[src/design/bas_pkg.sv]
// Shared constants, register indexes and helper functions for the barometric
// altitude smoother. No dependencies; bas_alt_table and the top level use this package.
package bas_pkg;

  localparam int HISTORY_DEPTH_DEF     = 16;
  localparam int ALT_TABLE_ENTRIES_DEF = 64;

  localparam int P_W     = 21;  // pressure sample width, 1/16 Pa
  localparam int ALT_W   = 24;  // altitude and speed width, signed
  localparam int MUL_W   = 26;  // operand width of the shared multiplier
  localparam int DVD_W   = 34;  // dividend width of the shared divider
  localparam int CFG_IW  = 8;   // configuration index width
  localparam int PERIOD_W = 16;

  localparam logic [CFG_IW-1:0] CFG_ZERO_ALT = 8'd0;
  localparam logic [CFG_IW-1:0] CFG_PERIOD   = 8'd1;

  localparam logic [PERIOD_W-1:0] PERIOD_RST = 16'd63;

  localparam longint TOP_ALT_CM   = 4433000;
  localparam longint P0_SIXTEENTH = 1621200;
  localparam longint LN2_Q30      = 744261118;
  localparam longint Q30_ONE      = 64'sd1 << 30;

  // Q30 log2 of x; integer part exact, fraction by repeated squaring.
  function automatic longint log2_q30(input longint unsigned x);
    int n;
    longint unsigned m;
    longint frac;
    n = 0;
    frac = 0;
    for (int j = 0; j < 30; j++) begin
      if (n < 30 && (x >> (n + 1)) != 0) n = n + 1;
    end
    m = x << (30 - n);
    for (int i = 1; i <= 30; i++) begin
      m = (m * m) >> 30;
      if (m >= (64'd2 << 30)) begin
        m = m >> 1;
        frac = frac | (64'sd1 << (30 - i));
      end
    end
    return longint'(n) * Q30_ONE + frac;
  endfunction

  // 2^(f/2^30) in Q30 through a truncated exponential series.
  function automatic longint unsigned exp2_frac_q30(input longint unsigned f);
    longint unsigned t;
    longint unsigned term;
    longint unsigned acc;
    t = (f * 64'(LN2_Q30)) >> 30;
    term = 64'(Q30_ONE);
    acc = 64'(Q30_ONE);
    for (int n = 1; n <= 14; n++) begin
      term = ((term * t) >> 30) / 64'(n);
      acc = acc + term;
    end
    return acc;
  endfunction

  function automatic longint unsigned pow2_q30(input longint e);
    longint ip;
    longint unsigned f;
    longint unsigned v;
    ip = e >>> 30;
    f = 64'(e) & 64'h3FFF_FFFF;
    v = exp2_frac_q30(f);
    if (ip >= 0) begin
      if (ip > 2) ip = 2;
      v = v << ip;
    end else begin
      if (-ip > 62) return 64'd0;
      v = v >> (-ip);
    end
    return v;
  endfunction

  // Table point k of n: altitude in cm at pressure k*2^21/n (1/16 Pa).
  function automatic logic signed [ALT_W-1:0] alt_entry(input int k, input int n);
    longint base;
    longint l;
    longint e;
    longint unsigned y;
    longint unsigned scaled;
    if (k == 0) return ALT_W'(TOP_ALT_CM);
    base = log2_q30(64'(P0_SIXTEENTH)) + log2_q30(64'(n));
    l = log2_q30(64'(k)) + longint'(P_W) * Q30_ONE - base;
    e = (l * 200) / 1051;
    y = pow2_q30(e);
    scaled = (64'(TOP_ALT_CM) * y + (64'd1 << 29)) >> 30;
    return ALT_W'(TOP_ALT_CM - longint'(scaled));
  endfunction

  // Clamp a wide signed value to the 24-bit signed output range.
  function automatic logic [ALT_W-1:0] sat24(input logic signed [35:0] v);
    if (v > 36'sd8388607) return 24'h7FFFFF;
    if (v < -36'sd8388608) return 24'h800000;
    return v[ALT_W-1:0];
  endfunction

endpackage

[src/design/bas_hist_ram.sv]
// Pressure history memory: one write port, one registered read port.
// Depends on nothing but its parameters.
module bas_hist_ram #(
  parameter int DEPTH = 16,
  parameter int WIDTH = 21
) (
  input  logic                     clk,
  input  logic                     we,
  input  logic [$clog2(DEPTH)-1:0] waddr,
  input  logic [WIDTH-1:0]         wdata,
  input  logic [$clog2(DEPTH)-1:0] raddr,
  output logic [WIDTH-1:0]         rdata
);

  logic [WIDTH-1:0] mem [DEPTH];
  logic [WIDTH-1:0] rdata_r;

  always_ff @(posedge clk) begin
    if (we) mem[waddr] <= wdata;
  end

  always_ff @(posedge clk) begin
    rdata_r <= mem[raddr];
  end

  assign rdata = rdata_r;

endmodule

[src/design/bas_divider.sv]
// Restoring unsigned divider, one quotient bit per cycle.
// Depends on nothing but its parameters.
module bas_divider #(
  parameter int DVD_W = 34,
  parameter int DVS_W = 21
) (
  input  logic             clk,
  input  logic             rst_n,
  input  logic             start,
  input  logic [DVD_W-1:0] dividend,
  input  logic [DVS_W-1:0] divisor,
  output logic             done,
  output logic [DVD_W-1:0] quotient
);

  localparam int CNT_W = $clog2(DVD_W + 1);

  logic [DVS_W-1:0] rem_r;
  logic [DVD_W-1:0] quo_r;
  logic [DVS_W-1:0] dvs_r;
  logic [CNT_W-1:0] cnt_r;
  logic             busy_r;
  logic             done_r;
  logic [DVS_W:0]   shifted;
  logic             fits;

  assign shifted = {rem_r, quo_r[DVD_W-1]};
  assign fits    = shifted >= {1'b0, dvs_r};

  always_ff @(posedge clk) begin
    if (!rst_n) begin
      busy_r <= 1'b0;
      done_r <= 1'b0;
      cnt_r  <= '0;
    end else begin
      done_r <= 1'b0;
      if (start) begin
        busy_r <= 1'b1;
        cnt_r  <= CNT_W'(DVD_W);
      end else if (busy_r) begin
        cnt_r <= cnt_r - 1'b1;
        if (cnt_r == CNT_W'(1)) begin
          busy_r <= 1'b0;
          done_r <= 1'b1;
        end
      end
    end
  end

  always_ff @(posedge clk) begin
    if (start) begin
      rem_r <= '0;
      quo_r <= dividend;
      dvs_r <= divisor;
    end else if (busy_r) begin
      rem_r <= fits ? DVS_W'(shifted - {1'b0, dvs_r}) : shifted[DVS_W-1:0];
      quo_r <= {quo_r[DVD_W-2:0], fits};
    end
  end

  assign done     = done_r;
  assign quotient = quo_r;

endmodule

[src/design/bas_alt_table.sv]
// Altitude table of N+1 points, built at elaboration from bas_pkg::alt_entry.
// Gives the two points that bracket a segment index.
module bas_alt_table #(
  parameter int N = 64
) (
  input  logic [$clog2(N)-1:0]           idx,
  output logic signed [bas_pkg::ALT_W-1:0] lo,
  output logic signed [bas_pkg::ALT_W-1:0] hi
);

  localparam int TBW = $clog2(N + 1);

  logic signed [bas_pkg::ALT_W-1:0] tbl [N + 1];
  logic [TBW-1:0] idx_lo;
  logic [TBW-1:0] idx_hi;

  for (genvar k = 0; k <= N; k++) begin : g_pt
    assign tbl[k] = bas_pkg::alt_entry(k, N);
  end

  assign idx_lo = TBW'(idx);
  assign idx_hi = TBW'(idx) + TBW'(1);
  assign lo = tbl[idx_lo];
  assign hi = tbl[idx_hi];

endmodule

[src/design/barometric_altimeter_smoother.sv]
// Top level of the barometric altitude smoother: sequencer, shared multiplier,
// history ring control. Uses bas_pkg, bas_hist_ram, bas_divider, bas_alt_table.
//
//   Channel | Signals                                  | Direction
//   --------+------------------------------------------+-----------
//   input   | in_valid, in_ready, in_pressure_*        | sample in
//   result  | out_valid, out_ready, out_* fields       | result out
//   config  | cfg_valid, cfg_ready, cfg_index, cfg_data | register write
//
// Samples are not overlapped: a new sample is accepted only once the previous one is
// finished, and while fewer than two samples are held the speed steps are skipped.
// The processing time is set mostly by the single divider, which forms 34 quotient
// bits per use and serves the mean pressure and both speeds in turn. Reset is
// synchronous and active low; it empties the history and restores the registers.
// in_ready is high only while the sequencer is idle; a finished result waits in the
// output register, so a stalled out_ready holds the next result back only once that
// one is done.
module barometric_altimeter_smoother #(
  parameter int HISTORY_DEPTH     = bas_pkg::HISTORY_DEPTH_DEF,
  parameter int ALT_TABLE_ENTRIES = bas_pkg::ALT_TABLE_ENTRIES_DEF
) (
  input  logic                         clk,
  input  logic                         rst_n,
  input  logic                         in_valid,
  output logic                         in_ready,
  input  logic [bas_pkg::P_W-1:0]      in_pressure_sixteenth_pa,
  output logic                         out_valid,
  input  logic                         out_ready,
  output logic [bas_pkg::ALT_W-1:0]    out_altitude_cm,
  output logic [bas_pkg::ALT_W-1:0]    out_smooth_altitude_cm,
  output logic [bas_pkg::ALT_W-1:0]    out_vertical_speed_cms,
  output logic [bas_pkg::ALT_W-1:0]    out_smooth_vertical_speed_cms,
  output logic [4:0]                   out_samples_held,
  input  logic                         cfg_valid,
  output logic                         cfg_ready,
  input  logic [bas_pkg::CFG_IW-1:0]   cfg_index,
  input  logic [bas_pkg::ALT_W-1:0]    cfg_data
);

  localparam int HD    = HISTORY_DEPTH;
  localparam int IW    = $clog2(HD);
  localparam int CW    = $clog2(HD + 1);
  localparam int SW    = bas_pkg::P_W + $clog2(HD);
  localparam int TIW   = $clog2(ALT_TABLE_ENTRIES);
  localparam int PW    = bas_pkg::P_W + TIW;
  localparam int DVS_W = bas_pkg::PERIOD_W + CW;
  localparam int PRW   = 2 * bas_pkg::MUL_W;

  // Sequencer states.
  localparam logic [3:0] S_IDLE   = 4'd0;
  localparam logic [3:0] S_UPD    = 4'd1;
  localparam logic [3:0] S_RDPREV = 4'd2;
  localparam logic [3:0] S_RDOLD  = 4'd3;
  localparam logic [3:0] S_MDIV   = 4'd4;
  localparam logic [3:0] S_APOS   = 4'd5;
  localparam logic [3:0] S_AMUL   = 4'd6;
  localparam logic [3:0] S_AACC   = 4'd7;
  localparam logic [3:0] S_SMUL1  = 4'd8;
  localparam logic [3:0] S_SMUL2  = 4'd9;
  localparam logic [3:0] S_SDIV   = 4'd10;
  localparam logic [3:0] S_SWAIT  = 4'd11;
  localparam logic [3:0] S_DONE   = 4'd12;

  logic [3:0] st_r;

  // Configuration registers.
  logic signed [bas_pkg::ALT_W-1:0]  zero_alt_r;
  logic [bas_pkg::PERIOD_W-1:0]      period_r;

  // History ring control.
  logic [IW-1:0] wp_r, wp_nxt;
  logic [CW-1:0] cnt_r, cnt_nxt;
  logic [SW-1:0] sum_r, sum_nxt;
  logic          full;

  // Per-item working registers.
  logic [bas_pkg::P_W-1:0] p_r, prev_p_r, old_p_r, mean_p_r;
  logic [PW-1:0]           pos_r;
  logic [1:0]              aj_r;
  logic                    spd_r;
  logic                    neg_r;
  logic [bas_pkg::DVD_W-1:0] dvd_r;
  logic signed [bas_pkg::ALT_W-1:0] lo_r;
  logic signed [bas_pkg::ALT_W-1:0] alt_r [4];
  logic [bas_pkg::ALT_W-1:0] vcur_r, vsm_r;

  // Output register.
  logic                      out_valid_r;
  logic [bas_pkg::ALT_W-1:0] o_alt_r, o_salt_r, o_vs_r, o_svs_r;
  logic [4:0]                o_cnt_r;

  // Memory port.
  logic                    mem_we;
  logic [IW-1:0]           mem_raddr;
  logic [bas_pkg::P_W-1:0] mem_rdata;
  logic [IW-1:0]           prev_addr;
  logic [CW:0]             wp_e, cnt_e, old_e;

  // Shared multiplier.
  logic signed [bas_pkg::MUL_W-1:0] mul_a, mul_b;
  logic signed [PRW-1:0]            mul_p_r;

  // Shared divider.
  logic                      div_start;
  logic [bas_pkg::DVD_W-1:0] div_dvd;
  logic [DVS_W-1:0]          div_dvs;
  logic                      div_done;
  logic [bas_pkg::DVD_W-1:0] div_q;

  // Table and interpolation.
  logic signed [bas_pkg::ALT_W-1:0] t_lo, t_hi;
  logic [bas_pkg::P_W-1:0]          alt_p;
  logic signed [PRW-1:0]            interp_adj;
  logic signed [PRW-1:0]            interp_q;
  logic signed [bas_pkg::ALT_W:0]   alt_sum;

  // Speed support.
  logic [bas_pkg::PERIOD_W-1:0]     period_eff;
  logic signed [bas_pkg::ALT_W:0]   alt_diff;
  logic signed [PRW-1:0]            prod_mag;
  logic signed [35:0]               q_signed;
  logic                             done_go;

  assign in_ready  = (st_r == S_IDLE);
  assign cfg_ready = 1'b1;

  // Ring bookkeeping for the sample taken in S_UPD.
  assign full    = (cnt_r == CW'(HD));
  assign sum_nxt = sum_r - (full ? SW'(mem_rdata) : SW'(0)) + SW'(p_r);
  assign cnt_nxt = full ? cnt_r : cnt_r + 1'b1;
  assign wp_nxt  = (wp_r == IW'(HD - 1)) ? '0 : wp_r + 1'b1;
  assign prev_addr = (wp_r == '0) ? IW'(HD - 1) : wp_r - 1'b1;

  // Oldest slot: new write pointer minus the new count, modulo the depth.
  assign wp_e  = (CW + 1)'(wp_r);
  assign cnt_e = (CW + 1)'(cnt_r);
  assign old_e = (wp_e >= cnt_e) ? wp_e - cnt_e : wp_e + (CW + 1)'(HD) - cnt_e;

  assign mem_we = (st_r == S_UPD);

  always_comb begin
    case (st_r)
      S_UPD:    mem_raddr = prev_addr;
      S_RDPREV: mem_raddr = old_e[IW-1:0];
      default:  mem_raddr = wp_r;
    endcase
  end

  bas_hist_ram #(
    .DEPTH(HD),
    .WIDTH(bas_pkg::P_W)
  ) u_ram (
    .clk  (clk),
    .we   (mem_we),
    .waddr(wp_r),
    .wdata(p_r),
    .raddr(mem_raddr),
    .rdata(mem_rdata)
  );

  bas_alt_table #(
    .N(ALT_TABLE_ENTRIES)
  ) u_table (
    .idx(pos_r[PW-1:bas_pkg::P_W]),
    .lo (t_lo),
    .hi (t_hi)
  );

  // Operand selection for the one multiplier: interpolation in S_AMUL, the
  // altitude difference times 1000 in S_SMUL1, period times the sample gap in
  // S_SMUL2.
  assign period_eff = (period_r == '0) ? bas_pkg::PERIOD_W'(1) : period_r;
  assign alt_diff   = {alt_r[0][bas_pkg::ALT_W-1], alt_r[0]}
                    - (spd_r ? {alt_r[3][bas_pkg::ALT_W-1], alt_r[3]}
                             : {alt_r[2][bas_pkg::ALT_W-1], alt_r[2]});

  always_comb begin
    case (st_r)
      S_AMUL: begin
        mul_a = bas_pkg::MUL_W'(t_hi) - bas_pkg::MUL_W'(t_lo);
        mul_b = $signed(bas_pkg::MUL_W'(pos_r[bas_pkg::P_W-1:0]));
      end
      S_SMUL1: begin
        mul_a = bas_pkg::MUL_W'(alt_diff);
        mul_b = bas_pkg::MUL_W'(1000);
      end
      S_SMUL2: begin
        mul_a = $signed(bas_pkg::MUL_W'(period_eff));
        mul_b = spd_r ? $signed(bas_pkg::MUL_W'(cnt_r - 1'b1)) : bas_pkg::MUL_W'(1);
      end
      default: begin
        mul_a = '0;
        mul_b = '0;
      end
    endcase
  end

  always_ff @(posedge clk) begin
    mul_p_r <= mul_a * mul_b;
  end

  // The interpolation step rounds toward zero, so negative products are
  // biased up by one less than the divisor before the shift.
  assign interp_adj = mul_p_r + (mul_p_r[PRW-1] ? PRW'((1 << bas_pkg::P_W) - 1) : PRW'(0));
  assign interp_q   = interp_adj >>> bas_pkg::P_W;
  assign alt_sum    = {lo_r[bas_pkg::ALT_W-1], lo_r} + interp_q[bas_pkg::ALT_W:0];

  assign prod_mag = mul_p_r[PRW-1] ? -mul_p_r : mul_p_r;
  assign q_signed = neg_r ? -$signed({2'b00, div_q}) : $signed({2'b00, div_q});

  always_comb begin
    case (aj_r)
      2'd0:    alt_p = p_r;
      2'd1:    alt_p = mean_p_r;
      2'd2:    alt_p = prev_p_r;
      default: alt_p = old_p_r;
    endcase
  end

  // Divider serves the mean pressure first, then both speeds.
  assign div_start = (st_r == S_RDOLD) || (st_r == S_SDIV);
  assign div_dvd   = (st_r == S_RDOLD) ? bas_pkg::DVD_W'(sum_r) : dvd_r;
  assign div_dvs   = (st_r == S_RDOLD) ? DVS_W'(cnt_r) : mul_p_r[DVS_W-1:0];

  bas_divider #(
    .DVD_W(bas_pkg::DVD_W),
    .DVS_W(DVS_W)
  ) u_div (
    .clk     (clk),
    .rst_n   (rst_n),
    .start   (div_start),
    .dividend(div_dvd),
    .divisor (div_dvs),
    .done    (div_done),
    .quotient(div_q)
  );

  assign done_go = (st_r == S_DONE) && (!out_valid_r || out_ready);

  // Configuration writes.
  always_ff @(posedge clk) begin
    if (!rst_n) begin
      zero_alt_r <= '0;
      period_r   <= bas_pkg::PERIOD_RST;
    end else if (cfg_valid) begin
      case (cfg_index)
        bas_pkg::CFG_ZERO_ALT: zero_alt_r <= cfg_data;
        bas_pkg::CFG_PERIOD:   period_r   <= cfg_data[bas_pkg::PERIOD_W-1:0];
        default: ;
      endcase
    end
  end

  // Sequencer and ring control.
  always_ff @(posedge clk) begin
    if (!rst_n) begin
      st_r  <= S_IDLE;
      wp_r  <= '0;
      cnt_r <= '0;
      sum_r <= '0;
      aj_r  <= '0;
      spd_r <= 1'b0;
    end else begin
      case (st_r)
        S_IDLE: begin
          if (in_valid) st_r <= S_UPD;
        end
        S_UPD: begin
          sum_r <= sum_nxt;
          cnt_r <= cnt_nxt;
          wp_r  <= wp_nxt;
          st_r  <= S_RDPREV;
        end
        S_RDPREV: st_r <= S_RDOLD;
        S_RDOLD:  st_r <= S_MDIV;
        S_MDIV: begin
          if (div_done) begin
            aj_r <= '0;
            st_r <= S_APOS;
          end
        end
        S_APOS: st_r <= S_AMUL;
        S_AMUL: st_r <= S_AACC;
        S_AACC: begin
          aj_r <= aj_r + 1'b1;
          if (aj_r != 2'd3) begin
            st_r <= S_APOS;
          end else if (cnt_r < CW'(2)) begin
            st_r <= S_DONE;
          end else begin
            spd_r <= 1'b0;
            st_r  <= S_SMUL1;
          end
        end
        S_SMUL1: st_r <= S_SMUL2;
        S_SMUL2: st_r <= S_SDIV;
        S_SDIV:  st_r <= S_SWAIT;
        S_SWAIT: begin
          if (div_done) begin
            if (!spd_r) begin
              spd_r <= 1'b1;
              st_r  <= S_SMUL1;
            end else begin
              st_r <= S_DONE;
            end
          end
        end
        S_DONE: begin
          if (done_go) st_r <= S_IDLE;
        end
        default: st_r <= S_IDLE;
      endcase
    end
  end

  // Working data path registers.
  always_ff @(posedge clk) begin
    if (in_valid && in_ready) p_r <= in_pressure_sixteenth_pa;
    if (st_r == S_RDPREV) prev_p_r <= mem_rdata;
    if (st_r == S_RDOLD)  old_p_r  <= mem_rdata;
    if (st_r == S_MDIV && div_done) mean_p_r <= div_q[bas_pkg::P_W-1:0];
    if (st_r == S_APOS) pos_r <= PW'(alt_p) * PW'(ALT_TABLE_ENTRIES);
    if (st_r == S_AMUL) lo_r <= t_lo;
    if (st_r == S_AACC) alt_r[aj_r] <= alt_sum[bas_pkg::ALT_W-1:0];
    if (st_r == S_AACC && cnt_r < CW'(2)) begin
      vcur_r <= '0;
      vsm_r  <= '0;
    end
    if (st_r == S_SMUL2) begin
      neg_r <= mul_p_r[PRW-1];
      dvd_r <= prod_mag[bas_pkg::DVD_W-1:0];
    end
    if (st_r == S_SWAIT && div_done) begin
      if (spd_r) vsm_r  <= bas_pkg::sat24(q_signed);
      else       vcur_r <= bas_pkg::sat24(q_signed);
    end
  end

  // Output register.
  always_ff @(posedge clk) begin
    if (!rst_n) begin
      out_valid_r <= 1'b0;
    end else if (done_go) begin
      out_valid_r <= 1'b1;
    end else if (out_ready) begin
      out_valid_r <= 1'b0;
    end
  end

  always_ff @(posedge clk) begin
    if (done_go) begin
      o_alt_r  <= bas_pkg::sat24(36'(alt_r[0]) - 36'(zero_alt_r));
      o_salt_r <= bas_pkg::sat24(36'(alt_r[1]) - 36'(zero_alt_r));
      o_vs_r   <= vcur_r;
      o_svs_r  <= vsm_r;
      o_cnt_r  <= 5'(cnt_r);
    end
  end

  assign out_valid                     = out_valid_r;
  assign out_altitude_cm               = o_alt_r;
  assign out_smooth_altitude_cm        = o_salt_r;
  assign out_vertical_speed_cms        = o_vs_r;
  assign out_smooth_vertical_speed_cms = o_svs_r;
  assign out_samples_held              = o_cnt_r;

  // An accepted sample always starts the ring update next.
  a_accept_upd: assert property (@(posedge clk) disable iff (!rst_n)
    (in_valid && in_ready) |=> (st_r == S_UPD))
    else $error("accepted sample did not start the ring update");

  // The count never passes the ring depth and the pointer stays in range.
  a_ring_bounds: assert property (@(posedge clk) disable iff (!rst_n)
    (cnt_r <= CW'(HD)) && (wp_r <= IW'(HD - 1)))
    else $error("ring count or pointer out of range");

  // A new result only appears when the sequencer has finished an item.
  a_out_from_done: assert property (@(posedge clk) disable iff (!rst_n)
    $rose(out_valid_r) |-> ($past(st_r) == S_DONE))
    else $error("result raised outside the finishing step");

  // A presented result always covers at least one held sample.
  a_out_count: assert property (@(posedge clk) disable iff (!rst_n)
    out_valid_r |-> (cnt_r != '0))
    else $error("result presented with an empty history");

endmodule
[config.mk]
export PLATFORM = sky130hd
export DESIGN_NAME = barometric_altimeter_smoother
export DESIGN_NICKNAME = d
export VERILOG_FILES = /design/src/design/bas_pkg.sv /design/src/design/bas_hist_ram.sv /design/src/design/bas_divider.sv /design/src/design/bas_alt_table.sv /design/src/design/barometric_altimeter_smoother.sv
export SDC_FILE = /design/constraint.sdc
export NUM_CORES = 2
export LEC_CHECK = 0
export BUFFER_PORTS_ARGS = -buffer_cell sky130_fd_sc_hd__buf_2
export CAP_MARGIN = 20
export CELL_PAD_IN_SITES_DETAIL_PLACEMENT = 2
export CELL_PAD_IN_SITES_GLOBAL_PLACEMENT = 2
export CORE_UTILIZATION = 39
export DETAILED_ROUTE_END_ITERATION = 10
export GPL_TIMING_DRIVEN = 0
export HOLD_SLACK_MARGIN = 0.08
export PLACE_DENSITY_LB_ADDON = 0.1
export SETUP_SLACK_MARGIN = 0.05
export SLEW_MARGIN = 25
export SYNTH_ARGS = -nofsm -noshare
export SYNTH_HDL_FRONTEND = slang
export SYNTH_HIERARCHICAL = 1
export SYNTH_SLANG_ARGS = --single-unit
[constraint.sdc]
create_clock -name clk -period 16.45 [get_ports clk]
set_input_delay 0.8225 -clock clk [delete_from_list [all_inputs] [get_ports clk]]
set_output_delay 0.8225 -clock clk [all_outputs]
set_load 0.05 [all_outputs]
---- Yosys cells after proc, flatten, opt, wreduce, memory -nomap -nowiden ----
Memories as Yosys holds them, arrays and structs flattened. A register that Yosys moved wholly into a read port is not among the register bits.
Cells that the tools add are included.
word-level totals
  memory bits (read-only) ................. 6144
  bits in latches ......................... 0
  bits of input ports ..................... 58
  memories kept ........................... 4
  memory bits (writable) .................. 432
  register bits after elaboration ......... 531
memory list
  memory            words  width  read ports  clocked after Yosys merged registers in  wr ports  RTL line                             source
  (name not given)  128    24     1           0                                        0         bas_alt_table.sv:23                  assign lo = tbl[idx_lo];
  (name not given)  128    24     1           0                                        0         bas_alt_table.sv:24                  assign hi = tbl[idx_hi];
  u_ram.mem         16     21     1           1                                        1         bas_hist_ram.sv:15                   logic [WIDTH-1:0] mem [DEPTH];
  alt_r             4      24     4           0                                        1         barometric_altimeter_smoother.sv:84  logic signed [bas_pkg::ALT_W-1:0] alt_r [4];
operators by class
  eq/ne operators ......................... 25
  order comparisons ....................... 11
  $add $sub $neg .......................... 21
  multipliers ............................. 1
  shift-type cells ........................ 0
  bitwise gates (word level) .............. 5
  reduce and logical (&&, ||, !) cells .... 25
  muxes and demuxes ....................... 91
  div/mod/pow operators ................... 0
operators with widths
  operator              count
  $mux 24               24
  $pmux 26 s3           2
  $mux 34               4
  $sub 24x24->25        3
  $mux 21               3
  $pmux 21 s3           1
  $mul 26x26->52        1
  $pmux 4 s13           1
  $gt 25x24->1 const B  2
  $lt 25x24->1 const B  2
  $add 45x22->45        1
  $gt 36x24->1 const B  1
  $lt 36x24->1 const B  1
  $mux 36               1
  $neg 34->36           1
  $mux 1                35
  $neg 34->34           1
  $mux 4                8
  $mux 26               1
  $add 25x21->25        1
  $mux 25               1
  $sub 25x21->25        1
  $sub 25x25->25        1
  $add 24x24->24        1
  other kinds (47)      81

---- Longest topological paths before layout ----
  word-level depth ........................ 13
  gate-level depth with buffers ........... 51

---- Modules after synthesis ----
Netlist, hierarchy kept.
modules (own cells, without submodules)
  module                         times used  cells an instance  sequential area each (sq um)  area an instance (sq um)
  barometric_altimeter_smoother  1           5292               14363.8                       52227.6
  bas_hist_ram                   1           557                10510.1                       13277.7
  bas_divider                    1           423                2232.1                        4638.2
  bas_alt_table                  1           784                0.0                           4590.7

---- Least setup slack after synthesis ----
Ideal clock, no wire load.
  path kind ............................... reg2reg
  start ................................... register pos_r[23]
  end ..................................... register mul_p_r[51]
  path buffers ............................ 5
  stages on the path, launching flop included .. 51
  arrival time ............................ 11723 ps
  path slack .............................. 4655 ps
  period minus slack after synthesis ...... 11795 ps
  cells stage by stage .................... edfxtp_1 > buf_2 > clkinv_1 > clkbuf_1 > ha_1 > inv_1 > clkbuf_1 > clkbuf_1 > ha_1 > and3b_1 > o21ai_0 > o31ai_1 > a21oi_1 > o21ai_0 > nand4_1 > ha_1 > nor2b_1 > o31ai_1 > [15 not listed] > fa_1 > inv_1 > fa_1 > inv_1 > fa_1 > inv_1 > fa_1 > inv_1 > ha_1 > a21o_1 > a221oi_1 > o21ai_0 > and2_1 > or3b_2 > a22oi_1 > o21ai_0 > a21oi_1 > xnor2_1
between the ends
  word-level cells in the longest chain between the ends .. 8
  elaborated cells on any way between the ends .. 12
ends and longest elaborated chain
  item                                         RTL line                              source
  start: declaration                           barometric_altimeter_smoother.sv:78   logic [PW-1:0] pos_r;
  start signal: assignment                     barometric_altimeter_smoother.sv:322  if (st_r == S_APOS) pos_r <= PW'(alt_p) * PW'(ALT_TABLE_ENTRIES);
  $add 6x1->7                                  bas_alt_table.sv:22                   assign idx_hi = TBW'(idx) + TBW'(1);
  $not 7->8 (not written as such)              bas_alt_table.sv:24
  $mem_v2 128x24                               -
  $mux 24 (not written as such) (2 in series)  bas_alt_table.sv:24
  named net t_hi, one bit                      barometric_altimeter_smoother.sv:111  logic signed [bas_pkg::ALT_W-1:0] t_lo, t_hi;
  $sub 24x24->25                               barometric_altimeter_smoother.sv:180  mul_a = bas_pkg::MUL_W'(t_hi) - bas_pkg::MUL_W'(t_lo);
  $pmux 26 s3                                  barometric_altimeter_smoother.sv:178  case (st_r)
  $mul 26x26->52                               barometric_altimeter_smoother.sv:199  mul_p_r <= mul_a * mul_b;
  end signal: assignment                       barometric_altimeter_smoother.sv:199
  end: declaration                             barometric_altimeter_smoother.sv:101  logic signed [PRW-1:0] mul_p_r;
The timed path passes the listed nets, and every way through them passes these cells. The select of a mux whose other input is x is not followed.
A chain may end at the register's enable or synchronous reset.

---- Final worst setup path ----
  start ................................... register pos_r[21]
  end ..................................... register mul_p_r[51]
between the ends
  elaborated cells on any way between the ends .. 12
RTL lines
  item                                         RTL line
  $not 6->8 (not written as such)              bas_alt_table.sv:23
  $mem_v2 128x24                               -
  $mux 24 (not written as such) (2 in series)  bas_alt_table.sv:23
  named net t_lo, one bit                      barometric_altimeter_smoother.sv:111
  $sub 24x24->25                               barometric_altimeter_smoother.sv:180
  $pmux 26 s3                                  barometric_altimeter_smoother.sv:178
  $mul 26x26->52                               barometric_altimeter_smoother.sv:199
The timed path passes the listed nets, and every way through them passes these cells. The select of a mux whose other input is x is not followed.

==> flow_metrics.py <==
metrics = {
    "layout": {
        "final_nets": 8589,
        "drive_above_1_share_pct": 9.579,
        "final_cell_mix": "inv_1 (1054), edfxtp_1 (752), fa_1 (706)",
        "layout_commonest_cell": "inv_1",
        "area_growth_pct": 12.18,
    },
    "yosys": {
        "syn_avg_cell_area_um2": 10.59,
        "syn_area_um2": 74730,
        "async_reset_ff_share_pct": 0,
        "ys_top_cells_by_area": "edfxtp_1 (30%), fa_1 (19%), ha_1 (6.4%)",
        "yosys.cell_types.count": 110,
        "synth_top_area_cell": "edfxtp_1",
        "synth-main-ff-cell": "edfxtp_1",
        "synthCells": 7056,
        "synth_seq_cells": 978,
        "synth_top_cell_area_share_pct": 30.22,
        "ys_seq_area_share_pct": 36.27,
        "synth_edf_count": 752,
        "yosysWarningCount": 6,
    },
    "clocking": {
        "path_clk_slew_ns": 0.07,
        "cts.sinks": 978,
        "ctsRootBufferMaster": "clkbuf_16",
        "clk_latency_ns": 0.76,
        "cts_tree": "yes",
        "cts_buffers": 105,
        "clk_path_buf_depth": 3,
        "cts_max_level": 3,
        "cts_hold_buf": 0,
    },
    "pwr": {
        "p_sw_mw": 3.355,
        "p_leak_nw": 34.20,
        "p_clk_share_pct": 29.0,
        "combPwrFrac_pct": 36.0,
        "p_sw_share_pct": 37.57,
        "total_power_mw": 8.929,
        "power.internal_mw": 5.575,
        "power_frac_seq_pct": 35.1,
        "peakVddDrop_uv": 131.4,
        "powerDensity_nw_per_um2": 106.5,
    },
    "global_route": {
        "grt-ovfl-total": 0,
        "antenna_found_initial": 19,
        "grt_first_pass_wirelength_um": 445000,
        "grt_max_degree": 35,
        "grt_pass1_vias": 63150,
        "grtUsageTotal_pct": 31.89,
    },
    "setup_path": {
        "arrival_ns": 16.66,
        "critical_path_class": "flop to flop",
        "startpoint_type": "flop",
        "critPathCaptureType": "flop",
        "reg2reg_depth": 46,
        "cp_common_cell": "fa_1",
        "r2r_slack_ns": 0.41,
        "cp_slowest_cell": "edfxtp_1",
        "cp_data_required_time_ns": 17.07,
        "critPathLaunch": "pos_r[21]$_DFFE_PP_",
        "slowest_delay_ns": 0.80,
        "crit_fanout": 15,
        "r2r-start": "pos_r[21]$_DFFE_PP_",
        "r2r_end": "mul_p_r[51]$_DFF_P_",
    },
    "timing": {
        "setup_violations": 0,
        "finalWorstSetupSlack_ns": 0.4066,
        "hold_viol": 0,
        "finalClockSkew_ns": 0.06895,
        "max_freq_mhz": 62.33,
        "maxSlewHeadroom_pct": 22.06,
        "tns_ns": 0,
        "tightest_slew_ns": 1.169,
        "min_period_ns": 16.04,
        "maxSlewViolCount": 0,
        "hold_slack_ns": 0.2108,
        "rsz0062_at_grt": "false",
        "post-route-period-util_pct": 97.53,
    },
    "routing": {
        "first_pass_iters": 6,
        "wl_per_cell_um": 30.77,
        "first_iter_violations": 4579,
        "ant_nets": 0,
        "wl_um": 309300,
        "drc": 0,
        "vias_per_cell": 5.745,
        "routed-via-count": 57760,
    },
    "min_path": {
        "min_path_cells": 1,
        "hp-start": "in_pressure_sixteenth_pa[2]",
        "worstHoldEndpoint": "p_r[2]$_DFFE_PP_",
        "hold_path.class": "input pin to flop",
    },
    "floorplanning": {
        "pin_count": 162,
        "die_y_um": 439.8,
        "chipWidth_um": 439.8,
        "die_area_um2": 193400,
        "std_cell_rows": 160,
        "core-area_um2": 190200,
        "initial_utilization_pct": 39.30,
    },
    "placement": {
        "dp_hpwl_um": 249000,
        "gp_congestion": 0.9525,
        "io_buffers": 160,
        "post-place-ws_ns": -0.9707,
    },
    "flow_run": {
        "drv_cap": 0,
    },
    "status": {
        "outcome": "complete, no violations",
    },
}
[kinds of logic (layout without fill, tap and decap cells)]
logic type	after synthesis	after routing	share of synthesized area, %
AOI/OAI and AO/OA	1284	1284	11.30
DFF	978	978	36.27
adders and majority gates	1096	1096	25.42
xor gates and xnor gates	283	283	3.420
muxes	267	267	5.344
and+or+nand+nor	1766	1766	10.96
buffers and inverters	1380	1787	7.274
other	2	81	0.01005
[critical path, delay by kind of cell (launching register included)]
| family | cells | cell delay, ns |
|---|---|---|
| AO/OA/AOI/OAI | 13 | 4.02 |
| adder cells (fa/ha/maj) | 11 | 5.11 |
| flip-flops | 1 | 0.80 |
| XOR/XNOR | 1 | 0.16 |
| AND/OR/NAND/NOR | 7 | 1.86 |
| buffers and inverters | 14 | 3.91 |
[metrics by stage]
step,cells,utilization (%),area [um2]
4_1_cts,10050,44.03,83750
6_report,10050,44.08,83830
2_1_floorplan,7130,-,75010
3_5_place_dp,9847,42.06,79980
3_3_place_gp,9801,41.52,78950
5_1_grt,10050,44.07,83820
[synthesized netlist by cell type (19+ instances only)]
library cell	instances
nand2_1	645
inv_1	1055
a211oi_1	67
o21ai_0	269
and2_1	81
o21bai_1	20
fa_1	707
xnor2_1	188
and3_1	30
or3_1	35
edfxtp_1	752
clkbuf_1	214
nand3_1	89
buf_2	46
mux2_2	65
o31ai_1	45
xor2_1	90
nor3_1	99
o21a_1	44
a221oi_1	19
buf_1	36
mux2i_1	114
a31oi_1	51
a222oi_1	21
ha_1	380
nor2_1	474
nand4_1	30
nand2b_1	63
nor2b_1	107
mux4_2	51
a21o_1	110
o211ai_1	50
mux4_1	37
dfxtp_1	226
a22oi_1	62
or2_2	29
a21oi_1	325
a311oi_1	20
[power by group through the flow]
stage	combinational, mW	sequential, mW	clock [mW]
5_1_grt	3.49	3.14	2.71
3_5_place_dp	3.19	3.17	0
2_1_floorplan	2.04	3.04	0
6_report	3.21	3.13	2.59
3_3_place_gp	3.01	3.16	0
4_1_cts	3.23	3.13	2.63
[what timing repair did]
action,4_1_cts,5_1_grt
setup buffers,0,3
resized for setup,15,12
endpoints found under the setup margin,7,6
[state kept, by name, summed over array words and instances, names as in the netlist, 24 cells and up]
name                           cells
sum_r                             25
vcur_r                            24
vsm_r                             24
out_smooth_vertical_speed_cms     24
lo_r                              24
u_div/quotient                    34
u_ram/mem                        336
dvd_r                             34
alt_r                             96
mul_p_r                           46
zero_alt_r                        24
out_vertical_speed_cms            24
out_altitude_cm                   24
out_smooth_altitude_cm            24
[final cells by class]
type | instances | area, um2
antenna | 5 | 12.51
sequential | 978 | 27110
timing repair buffer | 209 | 1562
multi-input combinational | 4772 | 42820
clock inverter | 61 | 883.3
buffer | 319 | 1478
inverter | 1059 | 3979
clock buffer | 139 | 2855
tap | 2511 | 3142
fill | 19900 | 106300
[routing by layer]
| metal | vias up | track usage, % | share of wire [%] |
|---|---|---|---|
| li1 | 24770 | - | - |
| met1 | 30740 | 42.07 | 42 |
| met2 | 1773 | 53.02 | 48 |
| met3 | 469 | 3.878 | 5.1 |
| met4 | 8 | 13.15 | 4.6 |
| met5 | - | 0 | 0.017 |
[worst max path at each step]
stage | end | slack, ns | depth (start not counted)
floorplan | mul_p_r[51]$_DFF_P_ | 4.66 | 50
global placement | mul_p_r[42]$_DFF_P_ | -1.56 | 46
detailed placement | mul_p_r[44]$_DFF_P_ | -0.97 | 47
CTS | mul_p_r[51]$_DFF_P_ | 0.15 | 46
global route | mul_p_r[51]$_DFF_P_ | 0.07 | 47
finish | mul_p_r[51]$_DFF_P_ | 0.41 | 46
Power figures use the tool's default switching activity.
